File: src/rtl/bfr_pkg.sv
// bfr_pkg: shared constants, result and status codes, and the frame job type
// for the block frame receiver. No dependencies.
`timescale 1ns / 1ps

package bfr_pkg;

   // frame layout: block, usage, 8 data bytes, sum, trailer
   localparam int FRAME_LEN  = 12;
   localparam int DATA_BYTES = 8;
   localparam int STORE_LEN  = FRAME_LEN - 1;   // trailer is judged on the fly

   localparam logic [3:0] POS_BLOCK = 4'd0;
   localparam logic [3:0] POS_USAGE = 4'd1;
   localparam logic [3:0] POS_DATA0 = 4'd2;
   localparam logic [3:0] POS_SUM   = 4'd10;
   localparam logic [3:0] POS_TRAIL = 4'd11;

   localparam logic [7:0] TRAILER_MORE  = 8'h0F;
   localparam logic [7:0] TRAILER_END   = 8'hFF;
   localparam logic [7:0] USAGE_PROGRAM = 8'h02;
   localparam logic [7:0] MAX_BLOCKS_RESET = 8'd50;

   localparam int QUEUE_DEPTH_DEFAULT = 2;

   // input item kinds
   localparam logic KIND_START = 1'b0;
   localparam logic KIND_BYTE  = 1'b1;

   // result kinds (an acknowledge goes out on the link as 0x58 + block)
   localparam logic [1:0] OUT_DATA = 2'd0;
   localparam logic [1:0] OUT_ACK  = 2'd1;
   localparam logic [1:0] OUT_END  = 2'd2;

   // session end status
   localparam logic [2:0] ST_OK        = 3'd0;
   localparam logic [2:0] ST_BAD_BLOCK = 3'd1;
   localparam logic [2:0] ST_BAD_SUM   = 3'd2;
   localparam logic [2:0] ST_BAD_TRAIL = 3'd3;
   localparam logic [2:0] ST_LIMIT     = 3'd4;

   // back-end sequencer steps: 0..7 data bytes, then ack, then end
   localparam logic [3:0] STEP_DATA0 = 4'd0;
   localparam logic [3:0] STEP_ACK   = 4'd8;
   localparam logic [3:0] STEP_END   = 4'd9;

   // one judged frame, handed from front to back
   typedef struct packed {
      logic [DATA_BYTES-1:0][7:0] data;
      logic                       has_data;
      logic                       has_ack;
      logic [7:0]                 ack_block;
      logic                       has_end;
      logic [2:0]                 end_status;
   } job_type;

endpackage

File: src/rtl/bfr_channels.sv
// bfr_channels: valid/ready channel interfaces for requests and responses.
// No dependencies.
`timescale 1ns / 1ps

interface blk_req_if;
   logic       valid;
   logic       ready;
   logic       kind;
   logic [7:0] rx_byte;

   modport source (output valid, output kind, output rx_byte, input ready);
   modport sink   (input valid, input kind, input rx_byte, output ready);
endinterface

interface blk_rsp_if;
   logic       valid;
   logic       ready;
   logic [1:0] out_kind;
   logic [7:0] out_byte;
   logic [2:0] status;
   logic       last;

   modport source (output valid, output out_kind, output out_byte, output status,
                   output last, input ready);
   modport sink   (input valid, input out_kind, input out_byte, input status,
                   input last, output ready);
endinterface

File: src/rtl/block_frame_receiver_core.sv
// block_frame_receiver_core: top level of the block frame receiver.
// Depends on bfr_pkg, bfr_channels, bfr_front, bfr_queue, bfr_back.
//
//   channel  | direction | contents
//   ---------+-----------+-----------------------------------------------
//   req_if   | in        | kind (start / byte), rx_byte
//   rsp_if   | out       | out_kind, out_byte, status, last
//   csr_*    | in        | write enable + max_blocks, no read-back
//
// One request transaction per cycle is accepted while the job queue has room;
// req_if.ready drops only while the QUEUE_DEPTH-entry job queue is full.
// A judged frame gives 1 to 10 responses, one per cycle from the back-end
// sequencer unless rsp_if stalls; the first follows the trailer byte through
// the job queue and the output register. A stalled response holds in the
// output register; the front keeps taking bytes until the queue fills.
// Synchronous reset clears session and queue state; no clearing pass is needed.
`timescale 1ns / 1ps

module block_frame_receiver_core #(
   parameter int QUEUE_DEPTH = bfr_pkg::QUEUE_DEPTH_DEFAULT
) (
   input  logic       clock,
   input  logic       reset,
   blk_req_if.sink    req_if,
   blk_rsp_if.source  rsp_if,
   input  logic       csr_wr_en,
   input  logic [7:0] csr_wr_data
);
   import bfr_pkg::*;

   job_type push_job, head_job;
   logic    push, pop, full, empty;

   bfr_front u_front (
      .clock       (clock),
      .reset       (reset),
      .req         (req_if),
      .csr_wr_en   (csr_wr_en),
      .csr_wr_data (csr_wr_data),
      .queue_full  (full),
      .push        (push),
      .push_job    (push_job)
   );

   bfr_queue #(.DEPTH(QUEUE_DEPTH)) u_queue (
      .clock    (clock),
      .reset    (reset),
      .push     (push),
      .push_job (push_job),
      .pop      (pop),
      .head_job (head_job),
      .full     (full),
      .empty    (empty)
   );

   bfr_back u_back (
      .clock    (clock),
      .reset    (reset),
      .head_job (head_job),
      .empty    (empty),
      .pop      (pop),
      .rsp      (rsp_if)
   );

endmodule

File: src/rtl/bfr_front.sv
// bfr_front: collects frame bytes, judges complete frames, tracks the session
// and pushes one job per judged frame. Depends on bfr_pkg, blk_req_if.
`timescale 1ns / 1ps

module bfr_front (
   input  logic             clock,
   input  logic             reset,
   blk_req_if.sink          req,
   input  logic             csr_wr_en,
   input  logic [7:0]       csr_wr_data,
   input  logic             queue_full,
   output logic             push,
   output bfr_pkg::job_type push_job
);
   import bfr_pkg::*;

   logic [7:0] store_ff [STORE_LEN];
   logic [3:0] pos_ff, pos_in;
   logic [7:0] sum_ff, sum_in;
   logic [7:0] exp_ff, exp_in;
   logic       active_ff, active_in;
   logic [7:0] max_blocks_ff;

   logic       accept, take_byte, frame_done;
   logic [8:0] accepted_cnt;
   job_type    job;

   assign req.ready  = !queue_full;
   assign accept     = req.valid && req.ready;
   assign take_byte  = accept && (req.kind == KIND_BYTE) && active_ff;
   assign frame_done = take_byte && (pos_ff == POS_TRAIL);
   assign accepted_cnt = {1'b0, exp_ff} + 9'd1;

   // frame judgement, trailer is the byte arriving now
   always_comb begin
      job = '0;
      for (int i = 0; i < DATA_BYTES; i++) begin
         job.data[i] = store_ff[POS_DATA0 + 4'(i)];
      end
      job.ack_block = exp_ff;
      if (store_ff[POS_BLOCK] != exp_ff) begin
         job.has_end    = 1'b1;
         job.end_status = ST_BAD_BLOCK;
      end else if (store_ff[POS_SUM] != sum_ff) begin
         job.has_end    = 1'b1;
         job.end_status = ST_BAD_SUM;
      end else begin
         job.has_data = (store_ff[POS_USAGE] == USAGE_PROGRAM);
         job.has_ack  = 1'b1;
         if (req.rx_byte == TRAILER_MORE) begin
            if (accepted_cnt >= {1'b0, max_blocks_ff}) begin
               job.has_end    = 1'b1;
               job.end_status = ST_LIMIT;
            end
         end else if (req.rx_byte == TRAILER_END) begin
            job.has_end    = 1'b1;
            job.end_status = ST_OK;
         end else begin
            job.has_end    = 1'b1;
            job.end_status = ST_BAD_TRAIL;
         end
      end
   end

   assign push     = frame_done;
   assign push_job = job;

   // session state
   always_comb begin
      pos_in    = pos_ff;
      sum_in    = sum_ff;
      exp_in    = exp_ff;
      active_in = active_ff;
      if (accept && (req.kind == KIND_START)) begin
         pos_in    = '0;
         sum_in    = '0;
         exp_in    = '0;
         active_in = 1'b1;
      end else if (frame_done) begin
         pos_in = '0;
         sum_in = '0;
         if (job.has_end) begin
            active_in = 1'b0;
         end else begin
            exp_in = accepted_cnt[7:0];
         end
      end else if (take_byte) begin
         pos_in = pos_ff + 4'd1;
         if (pos_ff < POS_SUM) begin
            sum_in = sum_ff + req.rx_byte;
         end
      end
   end

   always_ff @(posedge clock) begin
      if (reset) begin
         pos_ff        <= '0;
         sum_ff        <= '0;
         exp_ff        <= '0;
         active_ff     <= 1'b0;
         max_blocks_ff <= MAX_BLOCKS_RESET;
      end else begin
         pos_ff    <= pos_in;
         sum_ff    <= sum_in;
         exp_ff    <= exp_in;
         active_ff <= active_in;
         if (csr_wr_en) begin
            max_blocks_ff <= csr_wr_data;
         end
      end
   end

   // frame byte store, trailer not kept
   always_ff @(posedge clock) begin
      if (take_byte && (pos_ff != POS_TRAIL)) begin
         store_ff[pos_ff] <= req.rx_byte;
      end
   end

endmodule

File: src/rtl/bfr_queue.sv
// bfr_queue: small FIFO of judged-frame jobs between front and back.
// Depends on bfr_pkg.
`timescale 1ns / 1ps

module bfr_queue #(
   parameter int DEPTH = bfr_pkg::QUEUE_DEPTH_DEFAULT
) (
   input  logic             clock,
   input  logic             reset,
   input  logic             push,
   input  bfr_pkg::job_type push_job,
   input  logic             pop,
   output bfr_pkg::job_type head_job,
   output logic             full,
   output logic             empty
);
   import bfr_pkg::*;

   localparam int PTR_W = (DEPTH > 1) ? $clog2(DEPTH) : 1;
   localparam int CNT_W = $clog2(DEPTH + 1);
   localparam logic [PTR_W-1:0] LAST_PTR = PTR_W'(DEPTH - 1);

   job_type          slot_ff [DEPTH];
   logic [PTR_W-1:0] wr_ff, rd_ff;
   logic [CNT_W-1:0] cnt_ff;
   logic             do_push, do_pop;

   assign full     = (cnt_ff == CNT_W'(DEPTH));
   assign empty    = (cnt_ff == '0);
   assign do_push  = push && !full;
   assign do_pop   = pop && !empty;
   assign head_job = slot_ff[rd_ff];

   always_ff @(posedge clock) begin
      if (reset) begin
         wr_ff  <= '0;
         rd_ff  <= '0;
         cnt_ff <= '0;
      end else begin
         if (do_push) begin
            wr_ff <= (wr_ff == LAST_PTR) ? '0 : wr_ff + 1'b1;
         end
         if (do_pop) begin
            rd_ff <= (rd_ff == LAST_PTR) ? '0 : rd_ff + 1'b1;
         end
         cnt_ff <= cnt_ff + CNT_W'(do_push) - CNT_W'(do_pop);
      end
   end

   always_ff @(posedge clock) begin
      if (do_push) begin
         slot_ff[wr_ff] <= push_job;
      end
   end

endmodule

File: src/rtl/bfr_back.sv
// bfr_back: walks the head job through data bytes, acknowledge and session end,
// one result per unstalled cycle into a registered output. Depends on bfr_pkg, blk_rsp_if.
`timescale 1ns / 1ps

module bfr_back (
   input  logic             clock,
   input  logic             reset,
   input  bfr_pkg::job_type head_job,
   input  logic             empty,
   output logic             pop,
   blk_rsp_if.source        rsp
);
   import bfr_pkg::*;

   logic       started_ff, started_in;
   logic [3:0] step_ff, step_in;
   logic       valid_ff, valid_in;
   logic [1:0] kind_ff;
   logic [7:0] byte_ff;
   logic [2:0] status_ff;
   logic       last_ff;

   logic [3:0] start_step, cur_step;
   logic       load, is_last;
   logic [1:0] res_kind;
   logic [7:0] res_byte;
   logic [2:0] res_status;

   assign start_step = head_job.has_data ? STEP_DATA0 :
                       head_job.has_ack  ? STEP_ACK : STEP_END;
   assign cur_step   = started_ff ? step_ff : start_step;
   assign is_last    = (cur_step == STEP_END) ||
                       ((cur_step == STEP_ACK) && !head_job.has_end);
   assign load       = !empty && (!valid_ff || rsp.ready);
   assign pop        = load && is_last;

   // result for the current step
   always_comb begin
      if (cur_step < STEP_ACK) begin
         res_kind   = OUT_DATA;
         res_byte   = head_job.data[cur_step[2:0]];
         res_status = ST_OK;
      end else if (cur_step == STEP_ACK) begin
         res_kind   = OUT_ACK;
         res_byte   = head_job.ack_block;
         res_status = ST_OK;
      end else begin
         res_kind   = OUT_END;
         res_byte   = '0;
         res_status = head_job.end_status;
      end
   end

   // sequencer
   always_comb begin
      started_in = started_ff;
      step_in    = step_ff;
      if (load) begin
         started_in = !is_last;
         step_in    = cur_step + 4'd1;
      end
      valid_in = load || (valid_ff && !rsp.ready);
   end

   always_ff @(posedge clock) begin
      if (reset) begin
         started_ff <= 1'b0;
         step_ff    <= '0;
         valid_ff   <= 1'b0;
      end else begin
         started_ff <= started_in;
         step_ff    <= step_in;
         valid_ff   <= valid_in;
      end
   end

   // output payload register
   always_ff @(posedge clock) begin
      if (load) begin
         kind_ff   <= res_kind;
         byte_ff   <= res_byte;
         status_ff <= res_status;
         last_ff   <= is_last;
      end
   end

   assign rsp.valid    = valid_ff;
   assign rsp.out_kind = kind_ff;
   assign rsp.out_byte = byte_ff;
   assign rsp.status   = status_ff;
   assign rsp.last     = last_ff;

endmodule

File: src/flat_wrapper.sv
// flat-port wrapper written by rule: the top's interface ports become plain ports
module block_frame_receiver_core_flat import bfr_pkg::*;
#(
   parameter int QUEUE_DEPTH = bfr_pkg::QUEUE_DEPTH_DEFAULT
)
  (clock, reset, csr_wr_en, csr_wr_data, req_if_valid, req_if_kind, req_if_rx_byte, req_if_ready, rsp_if_valid, rsp_if_out_kind, rsp_if_out_byte, rsp_if_status, rsp_if_last, rsp_if_ready);
  blk_req_if req_if_i ();
  blk_rsp_if rsp_if_i ();
  input  logic clock;
  input  logic reset;
  input  logic csr_wr_en;
  input  logic [7:0] csr_wr_data;
  input wire logic [$bits(req_if_i.valid)-1:0] req_if_valid;
  input wire logic [$bits(req_if_i.kind)-1:0] req_if_kind;
  input wire logic [$bits(req_if_i.rx_byte)-1:0] req_if_rx_byte;
  output wire logic [$bits(req_if_i.ready)-1:0] req_if_ready;
  output wire logic [$bits(rsp_if_i.valid)-1:0] rsp_if_valid;
  output wire logic [$bits(rsp_if_i.out_kind)-1:0] rsp_if_out_kind;
  output wire logic [$bits(rsp_if_i.out_byte)-1:0] rsp_if_out_byte;
  output wire logic [$bits(rsp_if_i.status)-1:0] rsp_if_status;
  output wire logic [$bits(rsp_if_i.last)-1:0] rsp_if_last;
  input wire logic [$bits(rsp_if_i.ready)-1:0] rsp_if_ready;
  assign req_if_i.valid = req_if_valid;
  assign req_if_i.kind = req_if_kind;
  assign req_if_i.rx_byte = req_if_rx_byte;
  assign req_if_ready = req_if_i.ready;
  assign rsp_if_valid = rsp_if_i.valid;
  assign rsp_if_out_kind = rsp_if_i.out_kind;
  assign rsp_if_out_byte = rsp_if_i.out_byte;
  assign rsp_if_status = rsp_if_i.status;
  assign rsp_if_last = rsp_if_i.last;
  assign rsp_if_i.ready = rsp_if_ready;
  block_frame_receiver_core #(.QUEUE_DEPTH(QUEUE_DEPTH)) u_core (.clock(clock), .reset(reset), .req_if(req_if_i), .rsp_if(rsp_if_i), .csr_wr_en(csr_wr_en), .csr_wr_data(csr_wr_data));
endmodule
File: config.mk
export PLATFORM = sky130hd
export DESIGN_NAME = block_frame_receiver_core_flat
export DESIGN_NICKNAME = d
export VERILOG_FILES = /design/src/rtl/bfr_pkg.sv /design/src/rtl/bfr_channels.sv /design/src/rtl/block_frame_receiver_core.sv /design/src/rtl/bfr_front.sv /design/src/rtl/bfr_queue.sv /design/src/rtl/bfr_back.sv /design/src/flat_wrapper.sv
export SDC_FILE = /design/constraint.sdc
export NUM_CORES = 1
export LEC_CHECK = 0
export BUFFER_PORTS_ARGS = -buffer_cell sky130_fd_sc_hd__buf_2
export CAP_MARGIN = 20
export CELL_PAD_IN_SITES_DETAIL_PLACEMENT = 1
export CELL_PAD_IN_SITES_GLOBAL_PLACEMENT = 1
export CORE_MARGIN = 3
export CORE_UTILIZATION = 45
export CTS_BUF_LIST = sky130_fd_sc_hd__clkbuf_16
export CTS_CLUSTER_DIAMETER = 30
export CTS_CLUSTER_SIZE = 10
export DETAILED_ROUTE_END_ITERATION = 7
export GPL_ROUTABILITY_DRIVEN = 0
export PLACE_DENSITY_LB_ADDON = 0.1
export SLEW_MARGIN = 20
export SYNTH_ARGS = -nofsm -noshare
export SYNTH_HDL_FRONTEND = slang
export SYNTH_HIERARCHICAL = 1
export SYNTH_SLANG_ARGS = --single-unit
File: constraint.sdc
create_clock -name clock -period 3.7 [get_ports clock]
set_clock_uncertainty 0.2 [all_clocks]
set_input_delay 0.74 -clock clock [delete_from_list [all_inputs] [get_ports clock]]
set_output_delay 0.74 -clock clock [all_outputs]
set_load 0.005 [all_outputs]
==> impl_metrics.toml <==
[floorplan]
fp.coreArea_sq_um = 27000
start_util_pct = 45.8
die_w_um = 172
dieArea_sq_um = 29600
io_pins = 38
core.rowCount = 60
dieHeight_um = 172

[power]
vdd_ir_drop_max_v = 0.000390
totalPowerFinal_mw = 9.00
leakagePower_nw = 5.31
powerDensity_nw_per_um2 = 601

[grt]
grt_max_degree = 79
busiest_layer = "met2"
grt_pass1_vias = 7551
grt_usage_pct = 19.3
antenna_found_initial = 0
use_met3_pct = 3.48
grt_use_met1_pct = 24.2
overflow = 0
use_met2_pct = 34.8
grt_pass1_wl_um = 43000

[yosys]
syn_inst = 775
avgSynthCellArea_sq_um = 16.0
ys_types = 67
syn_area_sq_um = 12400
syn_nets = 823
synth-seq-cells = 298
yosysSeqAreaShare_pct = 69.0
synth-main-ff-cell = "edfxtp_1"
ys_warn_count = 6
synth_enable_flop_cells = 258
async_reset_ff_share_pct = 0

[drt]
drt_wl_total_um = 28300
drc = 0
dr.first_iter.drc_count = 334
vias_per_cell = 5.37
postRouteAntennaNets = 0
vias = 6701
firstDrtPassIters = 4
avgRoutedWirePerCell_um = 22.7

[clock_network]
cts_max_path_buffers = 3
htreeDepth = 2
clkTransAtPathRegs_ps = 50
cts_inserted_buffers = 60
cts_resized = 0
hold_buffers = 0
cts_sinks = 298
cts_root_buffer = "clkbuf_16"
clock_latency_ps = 570
cts_setup_buffers = 0
cts_tree = "built"

[worst_setup_path]
crit_type = "register to register"
cp_max_fo = 7
crit_top_cell = "nand3_1"
crit_path_max_incr_delay_ps = 400
timing.critical_path.cells = "nand3_1 > inv_1 > nand3_1 > or2_2 > xnor2_1 > ha_1 > and3_1 > a221o_2 > a31oi_4 > nand4_1 > or3_1 > a21oi_1"
worst_path_max_delay_cell = "dfxtp_2"
worstPathArrival_ps = 3790
worst_ep_required_time_ps = 3980
setup.worst_path.end_class = "register"
start_kind = "register"

[finish]
syn_to_final_growth_pct = 20.8
instances_no_fill = 1247
final_cell_mix = "258 x edfxtp_1, 60 x clkbuf_16, 58 x mux2_2"
n_antenna_cell = 0
final_nets = 907
final_common_cell = "edfxtp_1"
layout-drive-gt1-share_pct = 28.9

[sta]
setup_tns_ps = 0
finalHoldViolCount = 0
worst_pin_slew_ps = 695
final-setup-viol-count = 0
period_share_pct = 94.8
fmax_ghz = 0.285
rsz0062_at_grt = "no"
drv_slew = 0
slew_headroom_pct = 53.7
fin_crit_ps = 3510

[placement]
port_buffers = 37
hpwl_um = 17500
placed_cells = 1138

[min_path]
hp-class = "input pin to register"

[job]
maxCapViolCount = 0

[outcome]
status = "complete, no violations"
## cell usage after synthesis (2+ instances only)
library cell,count,area share (%)
nand2_1,29,0.88
or2_2,2,0.10
nor4_1,2,0.10
a211oi_2,8,0.81
mux4_1,4,0.85
and3_2,3,0.18
o21ai_0,14,0.57
mux2i_1,10,0.81
and2_1,9,0.45
nand3_1,7,0.28
ha_1,25,2.5
dfxtp_1,40,6.5
clkbuf_1,6,0.18
buf_6,9,0.82
xnor2_1,25,1.8
and2b_1,4,0.24
or2_1,2,0.10
buf_2,8,0.32
o41ai_2,8,1.1
mux4_2,4,0.73
nor3_1,8,0.32
nand4_1,10,0.50
mux2_2,58,5.3
xor2_1,7,0.49
a21o_1,3,0.18
nand2b_1,3,0.15
a21oi_1,27,1.1
and3_1,7,0.35
or3_1,9,0.45
nor4b_1,2,0.14
edfxtp_1,258,63
inv_2,4,0.12
o211ai_1,4,0.24
a211oi_1,12,0.73
buf_4,5,0.30
nor2_1,42,1.3
nor2b_1,24,1.2
inv_1,25,0.76
mux2_4,20,2.4
## per-layer routing
| layer | share of wire (%) | vias to the layer above |
|---|---|---|
| met5 | 0 | - |
| met4 | 1.5 | 0 |
| met3 | 3.3 | 35 |
| met2 | 52 | 128 |
| met1 | 43 | 3424 |
| li1 | - | 3114 |
## path summary, 6_finish.rpt
kind / from / end / slack (ps) / cells after the start
setup / recovery: u_core/u_front/exp_ff[0] / u_core/u_front/exp_ff[2] / 190 / 12
hold / removal: csr_wr_data[1] / u_core/u_front/max_blocks_ff[1] / 200 / 3
setup reg to reg: u_core/u_front/exp_ff[0] / u_core/u_front/exp_ff[2] / 190 / 12
hold reg to reg: u_core/u_front/store_ff[9][4] / u_core/u_queue/slot_ff[1][74] / 240 / 0
## logic make-up after synthesis
group,after synthesis,synth area share [%]
AO/OA/AOI/OAI,88,5.48
adder cells (fa/ha/maj),26,2.69
AND/OR/NAND/NOR,175,7.87
multiplexers,96,10.1
flip-flops,298,69.0
buffers and inverters,60,2.64
XOR/XNOR,32,2.26
## final cells by class
class                      count  area [sq um]
multi-input combinational    417          3530
clock buffer                  60          1500
inverter                      29           113
clock inverter                49           509
timing repair buffer          53           330
sequential                   298          8550
tap                          341           427
fill                        2527         12100
## flip-flops by register name, indices dropped and copies added (netlist names), named ones only
register                      flops
u_core/u_front/max_blocks_ff      8
u_core/u_back/rsp.valid           1
u_core/u_back/step_ff             4
u_core/u_front/store_ff          88
u_core/u_queue/rd_ff              1
u_core/u_back/rsp.out_byte        8
u_core/u_front/pos_ff             4
u_core/u_back/rsp.status          3
u_core/u_back/started_ff          1
u_core/u_back/rsp.last            1
u_core/u_front/exp_ff             8
u_core/u_queue/slot_ff          156
u_core/u_front/active_ff          1
u_core/u_queue/wr_ff              1
u_core/u_front/sum_ff             8
u_core/u_back/rsp.out_kind        2
u_core/u_queue/cnt_ff             2
## power breakdown
part	switching (mW)	internal, mW	leakage, nW
Sequential	0.00508	3.63	2.66
Combinational	0.0712	0.0326	1.63
Clock	1.70	3.55	1.02
## stage by stage
step	hold slack (ps)	setup WS, ps	utilization [%]	cell area [sq um]
2_1_floorplan	221	366	-	12400
3_3_place_gp	222	328	47.9	12900
3_5_place_dp	231	123	47.9	12900
4_1_cts	181	60.5	55.3	15000
5_1_grt	206	34.9	55.4	15000
6_report	201	192	55.4	15000
## worst max-delay path, delay by kind of cell, from the launching register on
kind                     cells  cell delay [ps]
AND/OR/NAND/NOR              6             1520
flip-flops                   1              400
XOR/XNOR                     1              140
AO/OA/AOI/OAI                3              760
buffers and inverters        1              100
adder cells (fa/ha/maj)      1              310
Note: power is estimated with default switching activity, not from simulation.
